--- src/rtl/core/adsr_pkg.sv ---
package adsr_pkg;

    localparam int TIME_W     = 32;
    localparam int SUST_W     = 16;
    localparam int CFG_DATA_W = 32;
    localparam int CFG_IDX_W  = 3;
    localparam int PHASE_W    = 3;

    typedef enum logic [PHASE_W-1:0] {
        PH_ATTACK   = 3'd0,
        PH_DECAY    = 3'd1,
        PH_SUSTAIN  = 3'd2,
        PH_RELEASE  = 3'd3,
        PH_FINISHED = 3'd4
    } phase_t;

    localparam logic [CFG_IDX_W-1:0] REG_ATTACK  = 3'd0;
    localparam logic [CFG_IDX_W-1:0] REG_DECAY   = 3'd1;
    localparam logic [CFG_IDX_W-1:0] REG_SUSTAIN = 3'd2;
    localparam logic [CFG_IDX_W-1:0] REG_RELEASE = 3'd3;
    localparam logic [CFG_IDX_W-1:0] REG_STEP    = 3'd4;

    typedef struct packed {
        logic [TIME_W-1:0] attack_time;
        logic [TIME_W-1:0] decay_time;
        logic [SUST_W-1:0] sustain_level;
        logic [TIME_W-1:0] release_time;
        logic [TIME_W-1:0] ms_per_sample;
    } cfg_t;

    localparam cfg_t CFG_RESET = '{
        attack_time:   32'd655360,
        decay_time:    32'd6553600,
        sustain_level: 16'd32768,
        release_time:  32'd6553600,
        ms_per_sample: 32'd1365
    };

    // controller -> datapath
    typedef struct packed {
        logic update;     // edge handling and position advance
        logic prep;       // load divider operands
        logic div_step;   // one quotient bit
        logic mul_sq;     // g * g
        logic mul_scale;  // span * (g * g)
        logic load_out;   // capture result beat
    } cmd_t;

    // datapath -> controller
    typedef struct packed {
        logic skip_div;   // quotient known without dividing
    } stat_t;

endpackage

--- src/rtl/core/adsr_regs.sv ---
module adsr_regs (
    input  logic                             aclk,
    input  logic                             aresetn,
    input  logic                             cfg_wen,
    input  logic [adsr_pkg::CFG_IDX_W-1:0]   cfg_index,
    input  logic [adsr_pkg::CFG_DATA_W-1:0]  cfg_wdata,
    output adsr_pkg::cfg_t                   cfg
);
    import adsr_pkg::*;

    cfg_t cfg_reg;
    cfg_t cfg_next;

    always_comb begin
        cfg_next = cfg_reg;
        if (cfg_wen) begin
            case (cfg_index)
                REG_ATTACK:  cfg_next.attack_time   = cfg_wdata;
                REG_DECAY:   cfg_next.decay_time    = cfg_wdata;
                REG_SUSTAIN: cfg_next.sustain_level = cfg_wdata[SUST_W-1:0];
                REG_RELEASE: cfg_next.release_time  = cfg_wdata;
                REG_STEP:    cfg_next.ms_per_sample = cfg_wdata;
                default:     cfg_next = cfg_reg;
            endcase
        end
    end

    always_ff @(posedge aclk) begin
        if (!aresetn) begin
            cfg_reg <= CFG_RESET;
        end else begin
            cfg_reg <= cfg_next;
        end
    end

    assign cfg = cfg_reg;

endmodule

--- src/rtl/core/adsr_ctrl.sv ---
module adsr_ctrl #(
    parameter int LEVEL_BITS = 16
) (
    input  logic            aclk,
    input  logic            aresetn,
    input  logic            s_valid,
    output logic            s_ready,
    output logic            m_valid,
    input  logic            m_ready,
    input  adsr_pkg::stat_t stat,
    output adsr_pkg::cmd_t  cmd
);
    import adsr_pkg::*;

    localparam int CNT_W = $clog2(LEVEL_BITS);
    localparam logic [CNT_W-1:0] DIV_LAST = CNT_W'(LEVEL_BITS - 2);

    typedef enum logic [2:0] {
        ST_IDLE,
        ST_PREP,
        ST_DIV,
        ST_SQ,
        ST_SCALE,
        ST_DONE
    } state_t;

    state_t           state_reg, state_next;
    logic [CNT_W-1:0] cnt_reg, cnt_next;
    logic             m_valid_reg, m_valid_next;
    logic             accept;
    logic             out_free;

    always_comb begin
        s_ready  = (state_reg == ST_IDLE);
        accept   = s_valid && s_ready;
        out_free = !m_valid_reg || m_ready;

        cmd           = '0;
        cmd.update    = accept;
        cmd.prep      = (state_reg == ST_PREP);
        cmd.div_step  = (state_reg == ST_DIV);
        cmd.mul_sq    = (state_reg == ST_SQ);
        cmd.mul_scale = (state_reg == ST_SCALE);
        cmd.load_out  = (state_reg == ST_DONE) && out_free;

        state_next = state_reg;
        cnt_next   = cnt_reg;
        case (state_reg)
            ST_IDLE: begin
                if (accept) state_next = ST_PREP;
            end
            ST_PREP: begin
                cnt_next   = DIV_LAST;
                state_next = stat.skip_div ? ST_SQ : ST_DIV;
            end
            ST_DIV: begin
                if (cnt_reg == '0) state_next = ST_SQ;
                else               cnt_next   = cnt_reg - 1'b1;
            end
            ST_SQ:    state_next = ST_SCALE;
            ST_SCALE: state_next = ST_DONE;
            ST_DONE: begin
                if (out_free) state_next = ST_IDLE;
            end
            default:  state_next = ST_IDLE;
        endcase

        if (cmd.load_out)  m_valid_next = 1'b1;
        else if (m_ready)  m_valid_next = 1'b0;
        else               m_valid_next = m_valid_reg;
    end

    always_ff @(posedge aclk) begin
        if (!aresetn) begin
            state_reg   <= ST_IDLE;
            cnt_reg     <= '0;
            m_valid_reg <= 1'b0;
        end else begin
            state_reg   <= state_next;
            cnt_reg     <= cnt_next;
            m_valid_reg <= m_valid_next;
        end
    end

    assign m_valid = m_valid_reg;

endmodule

--- src/rtl/core/adsr_dp.sv ---
module adsr_dp #(
    parameter int LEVEL_BITS = 16
) (
    input  logic                           aclk,
    input  logic                           aresetn,
    input  adsr_pkg::cfg_t                 cfg,
    input  adsr_pkg::cmd_t                 cmd,
    output adsr_pkg::stat_t                stat,
    input  logic                           s_gate,
    output logic [LEVEL_BITS-1:0]          m_level,
    output logic [adsr_pkg::PHASE_W-1:0]   m_phase
);
    import adsr_pkg::*;

    localparam int L  = LEVEL_BITS;
    localparam int PW = 2 * LEVEL_BITS;
    localparam int CW = (LEVEL_BITS > SUST_W) ? LEVEL_BITS : SUST_W;
    localparam logic [L-1:0]  ONE_L  = {1'b1, {(L-1){1'b0}}};
    localparam logic [CW-1:0] ONE_CW = CW'(ONE_L);

    // envelope state
    phase_t             phase_reg, phase_next;
    logic [TIME_W-1:0]  pos_reg, pos_next;
    logic               gate_reg;
    logic [L-1:0]       prev_lvl_reg;
    logic [L-1:0]       rsl_reg, rsl_next;

    // working registers
    logic [TIME_W:0]    rem_reg;
    logic [TIME_W-1:0]  dsr_reg;
    logic [L-1:0]       quot_reg;
    logic [PW-1:0]      prod_reg;
    logic [L-1:0]       level_reg;
    logic [PHASE_W-1:0] phase_out_reg;

    function automatic logic [TIME_W-1:0] dur_of(input phase_t ph, input cfg_t c);
        logic [TIME_W-1:0] d;
        case (ph)
            PH_ATTACK:  d = c.attack_time;
            PH_DECAY:   d = c.decay_time;
            PH_RELEASE: d = c.release_time;
            default:    d = '0;
        endcase
        return d;
    endfunction

    // gate edge, then position advance
    phase_t            ph_edge;
    logic [TIME_W-1:0] pos_edge;
    logic [TIME_W-1:0] adv_dur;
    logic [TIME_W:0]   sum;
    logic              reached;

    always_comb begin
        ph_edge  = phase_reg;
        pos_edge = pos_reg;
        rsl_next = rsl_reg;
        if (s_gate != gate_reg) begin
            if (s_gate) begin
                ph_edge = PH_ATTACK;
            end else begin
                rsl_next = prev_lvl_reg;
                ph_edge  = (cfg.release_time != '0) ? PH_RELEASE : PH_FINISHED;
            end
            pos_edge = '0;
        end

        adv_dur = dur_of(ph_edge, cfg);
        sum     = {1'b0, pos_edge} + {1'b0, cfg.ms_per_sample};
        reached = sum[TIME_W] || (sum >= {1'b0, adv_dur});

        phase_next = ph_edge;
        pos_next   = pos_edge;
        case (ph_edge)
            PH_ATTACK, PH_DECAY, PH_RELEASE: begin
                if (reached) begin
                    pos_next = '0;
                    case (ph_edge)
                        PH_ATTACK: phase_next = (cfg.decay_time != '0) ? PH_DECAY
                                                                      : PH_SUSTAIN;
                        PH_DECAY:  phase_next = PH_SUSTAIN;
                        default:   phase_next = PH_FINISHED;
                    endcase
                end else begin
                    pos_next = sum[TIME_W-1:0];
                end
            end
            default: pos_next = pos_edge;
        endcase
    end

    // divider operands: attack pos/T, fall (T-pos)/T, both scaled by ONE
    logic [TIME_W-1:0] dur_p;
    logic [TIME_W-1:0] rem0;
    logic              over;
    logic              skip;
    logic [L-1:0]      byp;

    always_comb begin
        dur_p = dur_of(phase_reg, cfg);
        over  = (dur_p == '0) || (pos_reg >= dur_p);
        case (phase_reg)
            PH_ATTACK: begin
                skip = over;
                byp  = over ? ONE_L : '0;
                rem0 = pos_reg;
            end
            PH_DECAY, PH_RELEASE: begin
                // position zero gives exactly full scale
                skip = over || (pos_reg == '0);
                byp  = over ? '0 : ONE_L;
                rem0 = dur_p - pos_reg;
            end
            default: begin
                skip = 1'b1;
                byp  = '0;
                rem0 = '0;
            end
        endcase
        stat.skip_div = skip;
    end

    // restoring divide, one bit per step
    logic [TIME_W:0] rem_sh;
    logic            ge;
    logic [TIME_W:0] rem_step;

    always_comb begin
        rem_sh   = {rem_reg[TIME_W-1:0], 1'b0};
        ge       = rem_sh >= {1'b0, dsr_reg};
        rem_step = ge ? (rem_sh - {1'b0, dsr_reg}) : rem_sh;
    end

    // shared multiplier
    logic [CW-1:0] sus_ext;
    logic [L-1:0]  s_lvl;
    logic [L-1:0]  frac;
    logic [L-1:0]  scale_a;
    logic [L-1:0]  mul_a, mul_b;
    logic [PW-1:0] prod_c;
    logic [L-1:0]  level_c;

    always_comb begin
        sus_ext = CW'(cfg.sustain_level);
        s_lvl   = (sus_ext > ONE_CW) ? ONE_L : sus_ext[L-1:0];
        frac    = prod_reg[PW-2:L-1];
        scale_a = (phase_reg == PH_DECAY) ? (ONE_L - s_lvl) : rsl_reg;
        mul_a   = cmd.mul_sq ? quot_reg : scale_a;
        mul_b   = cmd.mul_sq ? quot_reg : frac;
        prod_c  = PW'(mul_a) * PW'(mul_b);

        case (phase_reg)
            PH_ATTACK:  level_c = quot_reg;
            PH_DECAY:   level_c = s_lvl + frac;
            PH_SUSTAIN: level_c = s_lvl;
            PH_RELEASE: level_c = frac;
            default:    level_c = '0;
        endcase
    end

    always_ff @(posedge aclk) begin
        if (!aresetn) begin
            phase_reg    <= PH_FINISHED;
            pos_reg      <= '0;
            gate_reg     <= 1'b0;
            prev_lvl_reg <= '0;
            rsl_reg      <= '0;
        end else begin
            if (cmd.update) begin
                phase_reg <= phase_next;
                pos_reg   <= pos_next;
                gate_reg  <= s_gate;
                rsl_reg   <= rsl_next;
            end
            if (cmd.load_out) prev_lvl_reg <= level_c;
        end
    end

    always_ff @(posedge aclk) begin
        if (cmd.prep) begin
            rem_reg  <= {1'b0, rem0};
            dsr_reg  <= dur_p;
            quot_reg <= skip ? byp : '0;
        end
        if (cmd.div_step) begin
            rem_reg  <= rem_step;
            quot_reg <= {quot_reg[L-2:0], ge};
        end
        if (cmd.mul_sq || cmd.mul_scale) prod_reg <= prod_c;
        if (cmd.load_out) begin
            level_reg     <= level_c;
            phase_out_reg <= phase_reg;
        end
    end

    assign m_level = level_reg;
    assign m_phase = phase_out_reg;

endmodule

--- src/rtl/core/adsr_envelope_generator.sv ---
// ADSR envelope generator. Each s_ beat is one sample tick carrying the gate
// level; each m_ beat returns that sample's envelope level (Q1.15 style,
// full scale = 2^(LEVEL_BITS-1)) and phase (0 attack, 1 decay, 2 sustain,
// 3 release, 4 finished). A rising gate restarts attack from zero, a falling
// gate latches the last level and starts release (or goes silent when the
// release time is zero). Times and the per-tick step share one unsigned
// fixed-point format; only their ratios matter. Attack is linear, decay and
// release fall along (1-t/T)^2. A new tick is accepted only once the previous
// one has left the sequencer. The bit-serial divider forms the position/duration
// ratio one quotient bit per clock; when the ratio is known outright (sustain,
// finished, decay or release start, degenerate durations) the divider is
// skipped. The result sits in an output register, so the next tick is
// accepted while the previous result still waits on m_ready. Configuration
// is a plain write port (cfg_wen/cfg_index/cfg_wdata): index 0 attack time,
// 1 decay time, 2 sustain level, 3 release time, 4 step per tick; other
// indexes are ignored. Write configuration only while no beat is in flight.
module adsr_envelope_generator #(
    parameter int LEVEL_BITS = 16
) (
    input  logic                            aclk,
    input  logic                            aresetn,
    // sample ticks
    input  logic                            s_valid,
    output logic                            s_ready,
    input  logic                            s_gate,
    // envelope results
    output logic                            m_valid,
    input  logic                            m_ready,
    output logic [LEVEL_BITS-1:0]           m_level,
    output logic [adsr_pkg::PHASE_W-1:0]    m_phase,
    // configuration writes
    input  logic                            cfg_wen,
    input  logic [adsr_pkg::CFG_IDX_W-1:0]  cfg_index,
    input  logic [adsr_pkg::CFG_DATA_W-1:0] cfg_wdata
);
    import adsr_pkg::*;

    cfg_t  cfg;
    cmd_t  cmd;
    stat_t stat;

    // register file
    adsr_regs u_regs (
        .aclk      (aclk),
        .aresetn   (aresetn),
        .cfg_wen   (cfg_wen),
        .cfg_index (cfg_index),
        .cfg_wdata (cfg_wdata),
        .cfg       (cfg)
    );

    // sequencer: accept, prep, divide, square, scale, deliver
    adsr_ctrl #(
        .LEVEL_BITS (LEVEL_BITS)
    ) u_ctrl (
        .aclk    (aclk),
        .aresetn (aresetn),
        .s_valid (s_valid),
        .s_ready (s_ready),
        .m_valid (m_valid),
        .m_ready (m_ready),
        .stat    (stat),
        .cmd     (cmd)
    );

    // envelope state, divider, multiplier, output register
    adsr_dp #(
        .LEVEL_BITS (LEVEL_BITS)
    ) u_dp (
        .aclk    (aclk),
        .aresetn (aresetn),
        .cfg     (cfg),
        .cmd     (cmd),
        .stat    (stat),
        .s_gate  (s_gate),
        .m_level (m_level),
        .m_phase (m_phase)
    );

endmodule

--- config.mk ---
export PLATFORM = sky130hd
export DESIGN_NAME = adsr_envelope_generator
export DESIGN_NICKNAME = d
export VERILOG_FILES = /design/src/rtl/core/adsr_pkg.sv /design/src/rtl/core/adsr_regs.sv /design/src/rtl/core/adsr_ctrl.sv /design/src/rtl/core/adsr_dp.sv /design/src/rtl/core/adsr_envelope_generator.sv
export SDC_FILE = /design/constraint.sdc
export NUM_CORES = 2
export LEC_CHECK = 0
export BUFFER_PORTS_ARGS = -buffer_cell sky130_fd_sc_hd__buf_2
export CAP_MARGIN = 20
export CORE_ASPECT_RATIO = 0.75
export CORE_MARGIN = 2
export CORE_UTILIZATION = 50
export DETAILED_ROUTE_END_ITERATION = 10
export PLACE_DENSITY_LB_ADDON = 0.15
export SYNTH_ARGS = -nofsm -noshare
export SYNTH_HDL_FRONTEND = slang
export SYNTH_SLANG_ARGS = --single-unit
--- constraint.sdc ---
create_clock -name aclk -period 13.3 [get_ports aclk]
set_input_delay 1.995 -clock aclk [delete_from_list [all_inputs] [get_ports aclk]]
set_output_delay 1.995 -clock aclk [all_outputs]
set_load 0.005 [all_outputs]
Word level (Yosys, flattened, before mapping)
Index checks and enable logic that the tools add are counted.
{ "classes": {"n_addsub": 6, "n_mul": 1, "n_lt_le_gt_ge": 4, "eq_ne": 19, "mux": 37, "bitwise": 1, "reduce_logical": 29} }
{ "op_table": {"columns": ["op", "count"], "rows": [
  ["2-to-1 mux 32 bit", 6],
  ["case mux 32 bit (3 select lines)", 2],
  ["2-to-1 mux 16 bit", 9],
  [">= comparator 33 x 32 -> 1 bit", 2],
  ["logical NOT 32 bit", 2],
  ["case mux 16 bit (4 select lines)", 1],
  ["case mux 32 bit (2 select lines)", 1],
  ["nonzero test 32 bit", 2],
  ["subtractor 32 bit", 2],
  ["adder 32 x 32 -> 33 bit", 1],
  [">= comparator 32 bit", 1],
  ["case mux 16 bit (2 select lines)", 1],
  ["multiplier 16 x 16 -> 31 bit", 1],
  ["2-to-1 mux 3 bit", 8],
  ["== test 3 x 2 -> 1 bit (second input constant)", 7],
  ["case mux 3 bit (6 select lines)", 1],
  ["adder 16 bit", 1],
  ["> comparator 16 bit (second input constant)", 1],
  ["subtractor 16 bit (first input constant)", 1],
  ["== test 3 x 1 -> 1 bit (second input constant)", 4],
  ["logical NOT 3 bit", 4],
  ["AND reduction 2 bit", 6],
  ["== test 3 bit (second input constant)", 3],
  ["case mux 4 bit (2 select lines)", 1],
  ["other kinds (18)", 29]
]} }
{ "totals": {"register_bits": 350, "in_bits": 41, "output_inout_bits": 21, "wordCells": 116} }

Logic depth before layout (Yosys ltp)
{ "depth": {"ltp_word": 10, "depth_mapped": 35, "depth_no_buf": 33} }

By module
A second synthesis with hierarchy kept.
{ "hier_totals": {"hier_cells": 3451, "hier_area_um2": 30310.3} }
{ "by_module_without_submodules": {"columns": ["module", "instances", "cells_each", "area_each_um2", "seq_area_each_um2"], "rows": [
  ["adsr_dp", 1, 2878, 24415.9, 4814.6],
  ["adsr_regs", 1, 519, 5408.9, 2882.8],
  ["adsr_ctrl", 1, 54, 485.5, 160.2]
]} }

Worst setup path before layout
No wires, ideal clock.
{ "synth_path": {"kind": "reg-to-reg", "startpoint": "register u_regs.cfg_reg (netlist bit u_regs.cfg[79])", "endpoint": "register u_dp.prod_reg[30], data pin", "setup_ps": 260, "arrival_time_ps": 8011, "required_time_ps": 13040, "setup_slack_ps": 5029, "stages_incl_launch_ff": 35, "path_buffers": 3, "synth_period_minus_slack_ps": 8271, "path_cell_list": "dfxtp_1 > clkbuf_1 > buf_1 > nor2b_1 > inv_1 > ha_1 > or3b_2 > nor3_1 > xor2_1 > nor2_1 > a21oi_1 > a21oi_1 > clkbuf_1 > nand2_1 > fa_1 > inv_1 > fa_1 > inv_1 > fa_1 > inv_1 > fa_1 > fa_1 > inv_1 > fa_1 > inv_1 > ha_1 > inv_1 > o311ai_0 > o41a_1 > a211o_1 > a221oi_4 > o31a_2 > a21oi_2 > a21oi_2 > xnor2_1"} }
{ "synth_between": {"elab_chain_cells": 6} }
{ "synth_lines": {"columns": ["item", "line", "text"], "rows": [
  ["start: declaration", "adsr_regs.sv:11", "cfg_t cfg_reg;"],
  ["start signal: assignment", "adsr_regs.sv:32", "cfg_reg <= cfg_next;"],
  ["> comparator 16 bit", "adsr_dp.sv:145", "s_lvl = (sus_ext > ONE_CW) ? ONE_L : sus_ext[L-1:0];"],
  ["2-to-1 mux 16 bit *", "adsr_dp.sv:145", null],
  ["subtractor 16 bit *", "adsr_dp.sv:147", "scale_a = (phase_reg == PH_DECAY) ? (ONE_L - s_lvl) : rsl_reg;"],
  ["2-to-1 mux 16 bit *", "adsr_dp.sv:147", null],
  ["2-to-1 mux 16 bit *", "adsr_dp.sv:148", "mul_a = cmd.mul_sq ? quot_reg : scale_a;"],
  ["multiplier 16 x 16 -> 31 bit *", "adsr_dp.sv:150", "prod_c = PW'(mul_a) * PW'(mul_b);"],
  ["net u_dp.prod_c[30]", "adsr_dp.sv:140", "logic [PW-1:0] prod_c;"],
  ["end signal: assignment", "adsr_dp.sv:189", "if (cmd.mul_sq || cmd.mul_scale) prod_reg <= prod_c;"],
  ["end: declaration", "adsr_dp.sv:32", "logic [PW-1:0] prod_reg;"]
]} }
Mark *: on every way through the listed nets, which the timed path passes. The rest lies on a longest branch.
A chain may end at the register's enable or synchronous reset.

Final worst setup path
Same ends and word-level chain as after synthesis.

==> results.cfg <==
[clock_network]
clock_latency_ps = 570
root_buffer = clkbuf_16
post-cts-setup-buffers = 0
cts_tree = yes
numCtsBuffers = 37
htreeDepth = 2
postCtsHoldBufs = 0
cts_sinks = 335
cts_resized = 0
cts_buffer_depth = 3
clk_pin_slew_ps = 60

[sta]
holdWs_ps = 457
layout_min_cycle_time_ps = 8990
fmax_mhz = 111
skew_ps = 22.4
worstMarginPinSlew_ps = 1100
timing.final.crit_share_pct = 67.6
rsz0062_at_grt = false
setup_viol = 0
maxSlewHeadroom_pct = 26.4
finalHoldViolations = 0
tns_ps = 0
setup_ws_ps = 4310
finalMaxSlewViolations = 0

[die]
initial_utilization_pct = 50.8
die_area_um2 = 62100
die_w_um = 287
die_height_um = 216
core_area_um2 = 59200
io_pins = 62
placementRows = 77

[yosys]
synthArstFlopShare_pct = 0
netlist_top_cells_area = dfxtp_1, fa_1, edfxtp_1
synth_cell_types = 81
synth-edff-count = 115
yosysSeqAreaShare_pct = 26.2
synth_top_area_share_pct = 14.7
postSynthCellCount = 3602
yosys.area.top_type = dfxtp_1
synth.avg_cell_area_um2 = 8.34
yosysMostFrequentCell = nand2_1
ys_seq_elements = 335
ys_top_cells_by_count = nand2_1, inv_1, ha_1
ys_warn_count = 0
synth_area_um2 = 30000
synth_flop_cell = dfxtp_1
synthesis.nets = 4081

[setup_path]
critPathMaxStageDelay_ps = 600
start_kind = register
cp.required_ps = 13610
arrival_ps = 9300
cp_max_fo = 24
worstSetupEndpointType = register
cp_slowest_cell = o21a_1
critical_path_class = register to register
crit_top_cell = fa_1

[global_route]
grt_overflow = 0
track_usage_pct = 32.1
grt_max_degree = 101
grt_pass1_vias = 25399
antenna_found_initial = 2
grt_pass1_wl_um = 154000

[cells_and_area]
fin_util_pct = 54.6
largest_register_ffs = 144
nFillCells = 5648
drive_gt1_share_pct = 6.86
syn_to_final_growth_pct = 7.56
nNetsFinal = 4054

[power]
peakVddDrop_mv = 0.0966
power_leakage_uw = 0.0137
power_density_nw_per_um2 = 192

[route]
dr.pass1.iters = 6
vias_per_cell = 6.03
ant_nets = 0
dr.first_iter.drc_count = 3115
drt_wl_total_um = 99100
avgRoutedWirePerCell_um = 22.6
vias = 26517
drc = 0

[place]
post-place-ws_ps = 4460
dp_hpwl_um = 76400
gp_congestion = 0.955
portBuffers = 61

[outcome]
status = completed

[flow_run]
maxCapViolations = 0

[min_path]
min_path_type = register to register
[through the flow]
step / cells / instance area, um2 / power (uW)
global placement: 4326 / 31100 / 5000
floorplan: 3602 / 30000 / 4000
detailed placement: 4326 / 31100 / 5070
CTS: 4393 / 32300 / 6150
global route: 4393 / 32300 / 6660
finish: 4394 / 32300 / 6190
[per-layer routing]
layer / vias to the layer above / part of all wire (%) / GRT usage (%)
met5: - / 0 / 0
met4: 0 / 1.7 / 5.73
met3: 106 / 12 / 7.84
met2: 1329 / 37 / 41.4
met1: 12836 / 50 / 52.9
li1: 12246 / - / -
[critical path, delay by kind of cell (launching register included)]
family          cells  cell delay [ps]
compound gates     11             3440
buf+inv             5              430
flops               1              300
simple gates        4              720
fa+ha+maj           8             3560
xor+xnor            2              250
[cell usage in the layout, fill, tap and decap left out, drive strengths merged, types with 14 or more instances in the layout]
cell type  netlist  layout
dfxtp          220     220
nand4           22      22
buf             26     110
o21bai          17      17
o21ai          111     111
mux2            34      34
a211oi          21      21
a22oi           64      64
xor2            48      48
and2            55      55
nor2           238     238
fa             196     196
nand2b          24      24
a21o            49      49
o21a            40      40
a21boi         161     161
nand3           53      53
a31oi           18      18
xnor2           73      73
nor4            39      39
and3            28      28
clkbuf         150      49
a221oi          27      27
a21oi          219     219
nand2          688     688
o31ai           14      14
ha             242     242
nor2b           83      83
nor3            44      44
mux2i           31      31
inv            319     322
o211ai          15      15
edfxtp         115     115
[path summary, 6_finish.rpt]
| kind | startpoint | endpoint | slack (ps) | depth (start not counted) |
|---|---|---|---|---|
| worst max register to register | u_regs.cfg[79] | u_dp.prod_reg[30] | 4310 | 30 |
| worst min-delay path | u_dp.prev_lvl_reg[7] | u_dp.rsl_reg[7] | 460 | 2 |
| worst max-delay path | u_regs.cfg[79] | u_dp.prod_reg[30] | 4310 | 30 |
| worst min register to register | u_dp.prev_lvl_reg[7] | u_dp.rsl_reg[7] | 460 | 2 |
[power by group]
group	switching, uW	leakage (uW)	internal (uW)
logic	2310	0.0102	1320
registers	178	0.00289	1320
clock network	456	0.000606	603
[cells by family after synthesis]
group                      synth area share, %
AOI/OAI and AO/OA                         18.3
adders and majority gates                 23.2
DFF                                       26.2
muxes                                     2.98
and+or+nand+nor                           19.6
buffers and inverters                     6.24
xor gates and xnor gates                  3.53
[layout make-up]
class / instances / area (um2) / share of cell area (%)
antenna: 1 / 2.50 / 0.00775
sequential: 335 / 7860 / 24.3
clock inverter: 18 / 169 / 0.523
inverter: 319 / 1200 / 3.71
tap: 790 / 988 / 3.06
multi-input combinational: 2772 / 20300 / 63.0
clock buffer: 49 / 1050 / 3.26
timing repair buffer: 110 / 676 / 2.09
Note: power is estimated with default switching activity, not from simulation.
